## src/sps_pkg.sv

```systemverilog
`timescale 1ns / 1ps
// ----------------------------------------------------------------------------
// Stepper profile step sequencer package
// Shared sizes, codes and controller/datapath interface types.
// ----------------------------------------------------------------------------
package sps_pkg;

  localparam int TABLE_DEPTH = 4096;
  localparam int ADDR_W      = $clog2(TABLE_DEPTH);
  localparam int CNT_W       = 24;
  localparam int STEPS_W     = 13;
  localparam int IDX_W       = 12;
  localparam int SPEED_W     = 16;
  localparam int PRE_W       = 16;
  localparam int CFG_IDX_W   = 1;
  localparam int CFG_DATA_W  = STEPS_W;

  localparam int SPEED_NUM   = 280000;
  localparam int NUM_W       = $clog2(SPEED_NUM + 1);
  localparam int DCNT_W      = $clog2(NUM_W);
  localparam logic [NUM_W-1:0] SPEED_NUM_V = NUM_W'(SPEED_NUM);

  localparam int WIDE_A      = (CNT_W > STEPS_W) ? CNT_W : STEPS_W;
  localparam int WIDE_B      = (ADDR_W + 1 > IDX_W) ? ADDR_W + 1 : IDX_W;
  localparam int CMP_W       = ((WIDE_A > WIDE_B) ? WIDE_A : WIDE_B) + 2;

  localparam logic [CNT_W-1:0] CNT_MAX = '1;

  localparam logic [CFG_IDX_W-1:0] CFG_ACCEL_STEPS = 1'b0;
  localparam logic [CFG_IDX_W-1:0] CFG_DECEL_STEPS = 1'b1;

  typedef enum logic [1:0] {
    FUNC_WR_ACCEL,
    FUNC_WR_DECEL,
    FUNC_START,
    FUNC_STEP
  } func_t;

  typedef enum logic [1:0] {
    CAUSE_NONE,
    CAUSE_HOME,
    CAUSE_FAR,
    CAUSE_OVERRUN
  } cause_t;

  typedef enum logic [1:0] {
    SEG_NONE,
    SEG_ACCEL,
    SEG_DECEL,
    SEG_CRUISE
  } seg_t;

  typedef enum logic [2:0] {
    ST_IDLE,
    ST_DECODE,
    ST_LOAD,
    ST_DIV,
    ST_UPDATE,
    ST_RESULT
  } state_t;

  typedef struct packed {
    logic latch;
    logic div_start;
    logic update;
    logic out_load;
  } sps_cmd_t;

  typedef struct packed {
    logic ramp_read;
    logic div_done;
    logic out_free;
  } sps_stat_t;

endpackage

```

## src/sps_ctrl.sv

```systemverilog
`timescale 1ns / 1ps
// ----------------------------------------------------------------------------
// Sequencer controller
// Walks one item through decode, update and result; a step in a ramp segment
// also passes through table read and divide.
module sps_ctrl (
  input  logic               clk,
  input  logic               rst_n,
  input  logic               in_valid,
  output logic               in_ready,
  input  sps_pkg::sps_stat_t stat,
  output sps_pkg::sps_cmd_t  cmd
);

  sps_pkg::state_t state_r, state_nxt;

  always_comb begin
    state_nxt = state_r;
    case (state_r)
      sps_pkg::ST_IDLE:   if (in_valid) state_nxt = sps_pkg::ST_DECODE;
      sps_pkg::ST_DECODE: state_nxt = stat.ramp_read ? sps_pkg::ST_LOAD : sps_pkg::ST_UPDATE;
      sps_pkg::ST_LOAD:   state_nxt = sps_pkg::ST_DIV;
      sps_pkg::ST_DIV:    if (stat.div_done) state_nxt = sps_pkg::ST_UPDATE;
      sps_pkg::ST_UPDATE: state_nxt = sps_pkg::ST_RESULT;
      sps_pkg::ST_RESULT: if (stat.out_free) state_nxt = sps_pkg::ST_IDLE;
      default:            state_nxt = sps_pkg::ST_IDLE;
    endcase
  end

  always_comb begin
    in_ready      = 1'b0;
    cmd.latch     = 1'b0;
    cmd.div_start = 1'b0;
    cmd.update    = 1'b0;
    cmd.out_load  = 1'b0;
    case (state_r)
      sps_pkg::ST_IDLE: begin
        in_ready  = 1'b1;
        cmd.latch = in_valid;
      end
      sps_pkg::ST_LOAD:   cmd.div_start = 1'b1;
      sps_pkg::ST_UPDATE: cmd.update = 1'b1;
      sps_pkg::ST_RESULT: cmd.out_load = stat.out_free;
      default: ;
    endcase
  end

  always_ff @(posedge clk) begin
    if (!rst_n) begin
      state_r <= sps_pkg::ST_IDLE;
    end else begin
      state_r <= state_nxt;
    end
  end

endmodule

```

## config.mk

```make
export PLATFORM = sky130hd
export DESIGN_NAME = sps_ctrl
export DESIGN_NICKNAME = d
export VERILOG_FILES = /design/src/sps_pkg.sv /design/src/sps_ctrl.sv
export SDC_FILE = /design/constraint.sdc
export NUM_CORES = 1
export LEC_CHECK = 0
export BUFFER_PORTS_ARGS = -buffer_cell sky130_fd_sc_hd__buf_2
export CAP_MARGIN = 15
export CORE_AREA = 5 5 42 44
export CTS_CLUSTER_SIZE = 16
export DETAILED_ROUTE_END_ITERATION = 6
export DIE_AREA = 0 0 47 49
export HOLD_SLACK_MARGIN = 0.08
export SKIP_CTS_REPAIR_TIMING = 1
export SLEW_MARGIN = 20
export SYNTH_ARGS = -nofsm -noshare
export SYNTH_HDL_FRONTEND = slang
export SYNTH_SLANG_ARGS = --single-unit
export TNS_END_PERCENT = 20
```

## constraint.sdc

```tcl
create_clock -name clk -period 1.4 [get_ports clk]
set_clock_uncertainty 0.15 [all_clocks]
set_input_delay 0.14 -clock clk [delete_from_list [all_inputs] [get_ports clk]]
set_output_delay 0.14 -clock clk [all_outputs]
set_load 0.01 [all_outputs]
```

==> results of run 1 <==
[critical path, cell delays in order, from the launching register on]
cell     delay, ns
dfxtp_2       0.35
nor3_2        0.20
and2_1        0.14
buf_2         0.12
[per-layer routing]
metal | up-vias | global-route usage | share of wire
li1 | 120 | - | -
met1 | 96 | 0.05689 | 0.40
met2 | 5 | 0.08371 | 0.50
met3 | 0 | 0.02952 | 0.098
met4 | 0 | 0.04147 | 0
met5 | - | 0 | 0
[synthesized netlist by cell type]
library cell  n
and3b_1       1
a21oi_1       3
dfxtp_1       3
nor3_1        1
o21ba_2       1
nand2b_1      4
or4b_1        1
and2_1        1
buf_6         1
nand2_1       2
buf_2         1
o41ai_1       1
nand4b_1      1
nor3b_1       2
a31oi_1       1
nor2_1        2
[placed cells by master (no fill, tap or decap), drive strengths merged]
cell type	n
buf	11
nand2b	4
clkbuf	4
a21oi	3
dfxtp	3
nor3b	2
nor2	2
nand2	2
nor3	1
and2	1
o41ai	1
o21ba	1
and3b	1
nand4b	1
or4b	1
a31oi	1
dlygate4sd3	1
[final cells by class]
type                            count  area share
Clock buffer                        4     0.08235
Multi-Input combinational cell     21      0.4353
Sequential cell                     3      0.2078
Tap cell                           16     0.06275
Timing Repair Buffer               12      0.2118
[cells by family (layout without fill, tap and decap cells)]
kind of cell	Yosys count	after routing	synth area share
simple gates	15	15	0.4464
buf+inv	2	16	0.07735
flops	3	3	0.2857
compound gates	6	6	0.1905
[report_power, final]
| part | internal [uW] | total (uW) | leakage [uW] | switching (uW) |
|---|---|---|---|---|
| Combinational | 51.5 | 95.5 | 0.0000922 | 44.0 |
| Sequential | 98.4 | 116 | 0.0000261 | 17.7 |
| Clock | 107 | 149 | 0.0000150 | 42.2 |
[metrics by stage]
step                      power [uW]  hold slack, ns  setup slack, ns   TNS (ns)  std cells
after floorplan                174.0          0.1276           0.1365          0         26
after global placement         203.0          0.2569           0.1089          0         51
after detailed placement       206.1          0.2827          0.06900          0         51
after CTS                      361.2         0.03578         -0.03177   -0.03177         55
after global routing           391.4         0.07840        -0.002201  -0.003589         56
final                          360.4         0.06293          0.07628          0         56
[final timing paths]
path,slack (ns),cells after the start,to
worst min register to register,0.36,1,state_r[1]
worst min-delay path,0.06,3,state_r[2]
worst max register to register,0.11,2,state_r[2]
worst max-delay path,0.08,3,cmd[3]
==> flow_summary.yaml, run 1 <==
power:
  p_leak_uw: 0.0001333
  peakVddDrop_v: 0.0003133
  p_per_area_nw_per_um2: 1130
placement:
  postPlaceCellArea_sq_um: 271.5
  io_buffers: 10
  hpwl_um: 419.9
  globalplace.congestion: 0.6864
critical_path:
  cp-start-kind: "flip-flop"
  path_max_fanout: 9
  crit_required_ns: 1.11
  worstSetupPathType: "reg2out"
  startpoint: "state_r[2]"
  r2r_start: "state_r[2]"
  crit_arrival_ns: 1.03
  cp-end-kind: "primary output"
final_layout:
  fin_util: 0.2277
  drive_gt1_frac: 0.4750
  final.fill_count: 163
  finalNetCount: 47
  final_cell_area_sq_um: 319.1
  reg_top3: "state_r: 3 flops"
  largest-register: "state_r"
  diodes: 0
  area_delta_synth_final_pct: 51.79
  regArea_sq_um: 66.31
  largest_reg_flops: 3
  multiInputGateArea_sq_um: 138.9
timing:
  clock.fmax_mhz: 755.4
  worstMarginPinSlew_ns: 0.3626
  maxSlewHeadroom: 0.7551
  hold_violations: 0
  post-route-period-util: 0.9455
  period_needed_ns: 1.324
  rsz0062_at_grt: "true"
  finalSetupViolCount: 0
  maxSlewViolCount: 0
clock_tree:
  htreeDepth: 1
  tritoncts: "done"
  cts_buffers: 3
  cts_root_buf: "clkbuf_4"
  clock_path_buffers: 2
  insertion_delay_ns: 0.23
  clkSinkCount: 3
  clk_pin_slew_ns: 0.03
floorplan:
  die_h_um: 49
  dieWidth_um: 47
  io_pins: 11
  die_area_sq_um: 2303
  coreArea_sq_um: 1401
  fp-row-count: 14
  start_util: 0.1500
route:
  antenna_left: 0
  via_count: 221
  drtIter0Drc: 2
  first_pass_iters: 2
  routed_wl_um: 531
  viasPerCell: 3.946
  post-route-drc-count: 0
  routedWlPerCell_um: 9.482
run_status:
  status: "complete, no violations"
logic_synthesis:
  yosysTopAreaCellShare: 0.2857
  synth.avg_cell_area_sq_um: 8.085
  synth_area_leaders: "dfxtp_1 (29%), nand2b_1 (12%), a21oi_1 (7.1%)"
  ys_seq_elements: 3
  synthDistinctLibCells: 16
  synth_top_cell_by_area: "dfxtp_1"
  syn_inst: 26
  ys_seq_area_frac: 0.2857
  synth-warning-count: 0
  syn_nets: 32
  syn_area_sq_um: 210.2
global_routing:
  grt.overflow.total: 0
  grt_pass1_wl_um: 924
  track_usage: 0.05626
  grt_pass1_vias: 227
  grt_max_degree: 11
  antenna_found_initial: 0
min_path:
  worstHoldStart: "stat[2]"
  hp-class: "in2reg"
run:
  max_cap_viol_count: 0
No activity file was read; power rests on OpenSTA's default activity.
==> run 2, diff against run 1 <==
--- a/config.mk
+++ b/config.mk
@@ -8,11 +8,11 @@
 export BUFFER_PORTS_ARGS = -buffer_cell sky130_fd_sc_hd__buf_2
 export CAP_MARGIN = 15
 export CORE_AREA = 5 5 42 44
+export CTS_BUF_LIST = sky130_fd_sc_hd__clkbuf_2 sky130_fd_sc_hd__clkbuf_4 sky130_fd_sc_hd__clkbuf_8
 export CTS_CLUSTER_SIZE = 16
 export DETAILED_ROUTE_END_ITERATION = 6
 export DIE_AREA = 0 0 47 49
 export HOLD_SLACK_MARGIN = 0.08
-export SKIP_CTS_REPAIR_TIMING = 1
 export SLEW_MARGIN = 20
 export SYNTH_ARGS = -nofsm -noshare
 export SYNTH_HDL_FRONTEND = slang
==> run 2 against run 1 <==
- count of clock-buffer cells in the layout stayed put
- total power is 4.9% higher
- clock power is 12% higher
- global-route usage stayed put
- largest power group unchanged
- worst setup slack better by 0.0018 ns
- cell count stayed put
- wire length is 1.5% lower
- critical path depth stayed put
- fmax is 0.13% higher
- cell area is 1.2% higher
- die area stayed put
- flip-flop and latch count stayed put
- highest routed layer unchanged
==> flow_summary.yaml, run 2 (synthesis gave the netlist of run 1 again) <==
run_status:
  status: "complete, no violations"
route:
  antenna_left: 0
  drtIter0Drc: 0
  first_pass_iters: 1
  viasPerCell: 4.018
  post-route-drc-count: 0
  routedWlPerCell_um: 9.339
  routed_wl_um: 523
  via_count: 225
final_layout:
  area_delta_synth_final_pct: 53.57
  final_cell_area_sq_um: 322.8
  largest_reg_flops: 3
  regArea_sq_um: 66.31
  multiInputGateArea_sq_um: 138.9
  fin_util: 0.2304
  diodes: 0
  finalNetCount: 47
  final_cell_mix: "buf_2 (10), nand2b_1 (4), clkbuf_4 (4)"
  layout_commonest_cell: "buf_2"
  reg_top3: "state_r: 3 flops"
  fin_cells: 56
  largest-register: "state_r"
  drive_gt1_frac: 0.5000
  final.fill_count: 163
clock_tree:
  clkSinkCount: 3
  postCtsSetupBuffers: 0
  cts_buffers: 3
  htreeDepth: 1
  cts_root_buf: "clkbuf_4"
  tritoncts: "done"
  insertion_delay_ns: 0.23
  clock_path_buffers: 2
  clk_pin_slew_ns: 0.03
timing:
  holdWs_ns: 0.06486
  hold_violations: 0
  post-route-period-util: 0.9443
  period_needed_ns: 1.322
  maxSlewViolCount: 0
  clock.fmax_mhz: 756.5
  worstMarginPinSlew_ns: 0.3568
  maxSlewHeadroom: 0.7590
  rsz0062_at_grt: "true"
  finalSetupViolCount: 0
power:
  peakVddDrop_v: 0.0003123
  p_per_area_nw_per_um2: 1171
  p_leak_uw: 0.0001367
  total_power_uw: 378.1
critical_path:
  cpMaxStageDelayCell: "dfxtp_2"
  worstSetupPathType: "reg2out"
  r2r_start: "state_r[2]"
  path_max_fanout: 9
  cpPeakStageDelay_ns: 0.35
  cp-start-kind: "flip-flop"
  cp_cell_sequence: "nor3_2 > and2_1 > buf_2"
  crit_required_ns: 1.11
  crit_arrival_ns: 1.03
  cp-end-kind: "primary output"
  startpoint: "state_r[2]"
placement:
  globalplace.congestion: 0.6864
  hpwl_um: 419.9
  postPlaceCellArea_sq_um: 271.5
  placed_cells: 51
  io_buffers: 10
floorplan:
  coreArea_sq_um: 1401
  die_h_um: 49
  start_util: 0.1500
  fp-row-count: 14
  io_pins: 11
  dieWidth_um: 47
  die_area_sq_um: 2303
global_routing:
  grt.overflow.total: 0
  grt_pass1_vias: 242
  track_usage: 0.05626
  grt_max_degree: 11
  grt_pass1_wl_um: 959
  antenna_found_initial: 0
min_path:
  hp-class: "in2reg"
  worstHoldStart: "stat[2]"
run:
  max_cap_viol_count: 0
[run 2: cell counts in the layout (fill, tap and decap cells not counted)]
No cell type changed its count.
[run 2: timing repair]
| item | in CTS | in global routing |
|---|---|---|
| endpoints found under the hold margin | 2 | 0 |
| hold buffers | 1 | 0 |
| resized for setup | 1 | 4 |
| setup endpoints to repair | 1 | 5 |
[run 2: cell type report]
cell class / count / share of cell area
multi-input combinational: 21 / 0.4302
timing repair buffer: 12 / 0.2093
sequential: 3 / 0.2054
clock buffer: 4 / 0.09302
tap: 16 / 0.06202
[run 2: power by group]
group          leakage [uW]  internal, uW  switching (uW)
clock network     0.0000184           126            41.4
registers         0.0000261          98.4            17.7
logic             0.0000922          51.4            43.3
[run 2: worst paths after layout]
check        slack (ns)          to  cells past startpoint
min                0.06  state_r[2]                      3
max reg2reg        0.11  state_r[2]                      2
min reg2reg        0.36  state_r[1]                      1
max                0.08      cmd[3]                      3
[run 2: worst max-delay path, delay by kind of cell, from the launching register on]
kind / cells / cell delay, ns
and+or+nand+nor: 2 / 0.34
DFF: 1 / 0.35
buffers and inverters: 1 / 0.12
[run 2: metal layers]
| layer | up-vias | share of wire | GRT usage |
|---|---|---|---|
| met5 | - | 0 | 0 |
| met3 | 0 | 0.10 | 0.02952 |
| li1 | 121 | - | - |
| met1 | 99 | 0.38 | 0.05908 |
| met4 | 0 | 0 | 0.02765 |
| met2 | 5 | 0.52 | 0.08824 |
[run 2: through the flow]
stage,TNS (ns),setup slack (ns)
after floorplan,0,0.1365
after global placement,0,0.1089
after detailed placement,0,0.06900
after CTS,0,0.007486
after global routing,-0.01907,-0.01907
final,0,0.07804
==> run 3, diff against run 2 <==
--- a/config.mk
+++ b/config.mk
@@ -5,6 +5,7 @@
 export SDC_FILE = /design/constraint.sdc
 export NUM_CORES = 1
 export LEC_CHECK = 0
+export ABC_AREA = 1
 export BUFFER_PORTS_ARGS = -buffer_cell sky130_fd_sc_hd__buf_2
 export CAP_MARGIN = 15
 export CORE_AREA = 5 5 42 44
==> run 3 against run 2 <==
- worst setup slack got worse by 0.013 ns
- register-to-register slack improved by 0.16 ns
- synthesized cell count rose by 58%
- flip-flop and latch count did not move
- non-clock buffer count did not move
- sequential share of layout area fell by 2.7 points
==> flow_summary.yaml, run 3 <==
final_layout:
  final_cell_mix: "buf_2 (10), inv_1 (9), nor2_1 (8)"
  area_delta_synth_final_pct: 66.13
  diodes: 0
  reg_top3: "state_r: 3 flops"
  fin_cells: 73
  finalNetCount: 64
  largest-register: "state_r"
  largest_reg_flops: 3
  layout_commonest_cell: "buf_2"
  final.fill_count: 160
  final_cell_area_sq_um: 386.6
  drive_gt1_frac: 0.4737
logic_synthesis:
  synth-main-ff-cell: "dfxtp_1"
  syn_nets: 47
  yosysTopAreaCellShare: 0.2581
  synth.most_common_cell: "inv_1"
  synthDistinctLibCells: 14
  synth-edff-count: 0
  synth.avg_cell_area_sq_um: 5.676
  syn_inst: 41
  yosys-top-cells-count: "inv_1 (10), nor2_1 (8), nand2_1 (6), dfxtp_1 (3)"
  synth-warning-count: 0
  async_reset_ff_frac: 0
  ys_seq_area_frac: 0.2581
  synth_area_leaders: "dfxtp_1 (26%), inv_1 (16%), nor2_1 (13%)"
  ys_seq_elements: 3
  synth_top_cell_by_area: "dfxtp_1"
  syn_area_sq_um: 232.7
critical_path:
  path_max_fanout: 6
  cp-end-kind: "primary output"
  endpoint: "cmd[3]"
  r2r_start: "state_r[2]"
  r2r_slack_ns: 0.27
  worstSetupPathType: "reg2out"
  crit_required_ns: 1.11
  crit_arrival_ns: 1.04
  r2r_end: "state_r[2]"
  cp_top_family: "flip-flops"
  cp_cell_sequence: "nor2_4 > inv_1 > nor3_2 > buf_2"
  path_depth: 4
  startpoint: "state_r[0]"
  cpMaxStageDelayCell: "dfxtp_4"
  worstPathBufferInverterCount: 2
  cpPeakStageDelay_ns: 0.36
  reg2reg_depth: 6
  cp-start-kind: "flip-flop"
power:
  peakVddDrop_v: 0.0003471
  p_per_area_nw_per_um2: 1350
  p_leak_uw: 0.0002216
clock_tree:
  cts_root_buf: "clkbuf_4"
  cts_buffers: 3
  postCtsSetupBuffers: 0
  clock_path_buffers: 2
  htreeDepth: 1
  insertion_delay_ns: 0.23
  tritoncts: "done"
  clk_pin_slew_ns: 0.04
  clkSinkCount: 3
placement:
  placed_cells: 68
  globalplace.congestion: 0.6358
  postPlaceCellArea_sq_um: 310.3
  hpwl_um: 500.7
  io_buffers: 10
  pre_cts_slack_ns: 0.1942
timing:
  worstMarginPinSlew_ns: 0.1783
  holdWs_ns: 0.1316
  fin_ws_ns: 0.06546
  period_needed_ns: 1.335
  maxSlewHeadroom: 0.8799
  hold_violations: 0
  maxSlewViolCount: 0
  post-route-period-util: 0.9532
  clock.fmax_mhz: 749.3
  finalSetupViolCount: 0
route:
  post-route-drc-count: 0
  first_pass_iters: 4
  drtIter0Drc: 2
  routedWlPerCell_um: 8.575
  via_count: 297
  antenna_left: 0
  routed_wl_um: 626
  viasPerCell: 4.068
floorplan:
  start_util: 0.1661
  coreArea_sq_um: 1401
  dieWidth_um: 47
  die_h_um: 49
  io_pins: 11
  die_area_sq_um: 2303
  fp-row-count: 14
global_routing:
  grt_pass1_wl_um: 931
  grt.overflow.total: 0
  antenna_found_initial: 0
  grt_max_degree: 7
  grt_pass1_vias: 249
  track_usage: 0.05977
run:
  max_cap_viol_count: 0
min_path:
  hp-class: "in2reg"
run_status:
  status: "complete, no violations"
[run 3: cell count changes in the layout (fill, tap and decap cells not counted), sizes merged, moves of 2 or more]
cell    previous run  this run
nor3b              2         0
nand3              0         3
nand2              2         8
a21oi              3         1
nand2b             4         0
nor2               2        10
nand4              0         2
inv                0        11
[run 3: per-layer routing]
layer  global-route usage  share of wire  vias to the layer above
met5                    0              0                        -
met4              0.06912          0.048                        0
met3              0.02214          0.073                        3
met2              0.08824           0.55                        7
met1              0.05470           0.33                      129
li1                     -              -                      158
[run 3: layout make-up]
type / count / area (sq um) / share of cell area
clock buffers: 4 / 30.03 / 0.07767
inverters: 11 / 43.79 / 0.1133
multi-input cells: 27 / 156.4 / 0.4045
flip-flops and latches: 3 / 68.82 / 0.1780
well taps: 16 / 20.02 / 0.05178
repair buffers: 12 / 67.56 / 0.1748
[run 3: tightest hold or removal path: cells and delay by family]
kind                   cells  cell delay [ns]
AND/OR/NAND/NOR            4             0.24
buffers and inverters      2             0.11
[run 3: logic make-up (layout without fill, tap and decap cells)]
family,Yosys count,in the layout,share of synthesized area
simple gates,25,25,0.5215
buf+inv,11,27,0.1774
flops,3,3,0.2581
compound gates,2,2,0.04297
[run 3: timing repair]
action / CTS / global route
endpoints found under the hold margin: 3 / 0
resized for setup: 3 / 8
pin swaps: 1 / 0
endpoints found under the setup margin: 2 / 2
hold buffers: 1 / 0
[run 3: how the worst min path moves through the flow]
| stage | startpoint | end | slack (ns) | cells after the start |
|---|---|---|---|---|
| after floorplan | rst_n | state_r[1] | 0.09 | 2 |
| after global placement | rst_n | state_r[1] | 0.21 | 3 |
| after detailed placement | rst_n | state_r[1] | 0.22 | 3 |
| after CTS | stat[1] | state_r[1] | 0.12 | 6 |
| after global routing | stat[1] | state_r[1] | 0.15 | 6 |
| final | stat[1] | state_r[1] | 0.13 | 6 |
[run 3: report_power, final]
group | leakage, uW | total (uW) | internal [uW] | switching (uW)
Clock | 0.0000184 | 171 | 126 | 45.1
Sequential | 0.0000264 | 143 | 110 | 33.3
Combinational | 0.000177 | 208 | 88.9 | 119
[run 3: per-stage QoR]
stage	TNS (ns)	power [uW]	utilization
2_1_floorplan	0	251.9	-
3_5_place_dp	0	313.9	0.2214
5_1_grt	-0.005305	567.6	0.2759
4_1_cts	0	500.8	0.2527
6_report	0	522.0	0.2759
3_3_place_gp	0	311.7	0.2214
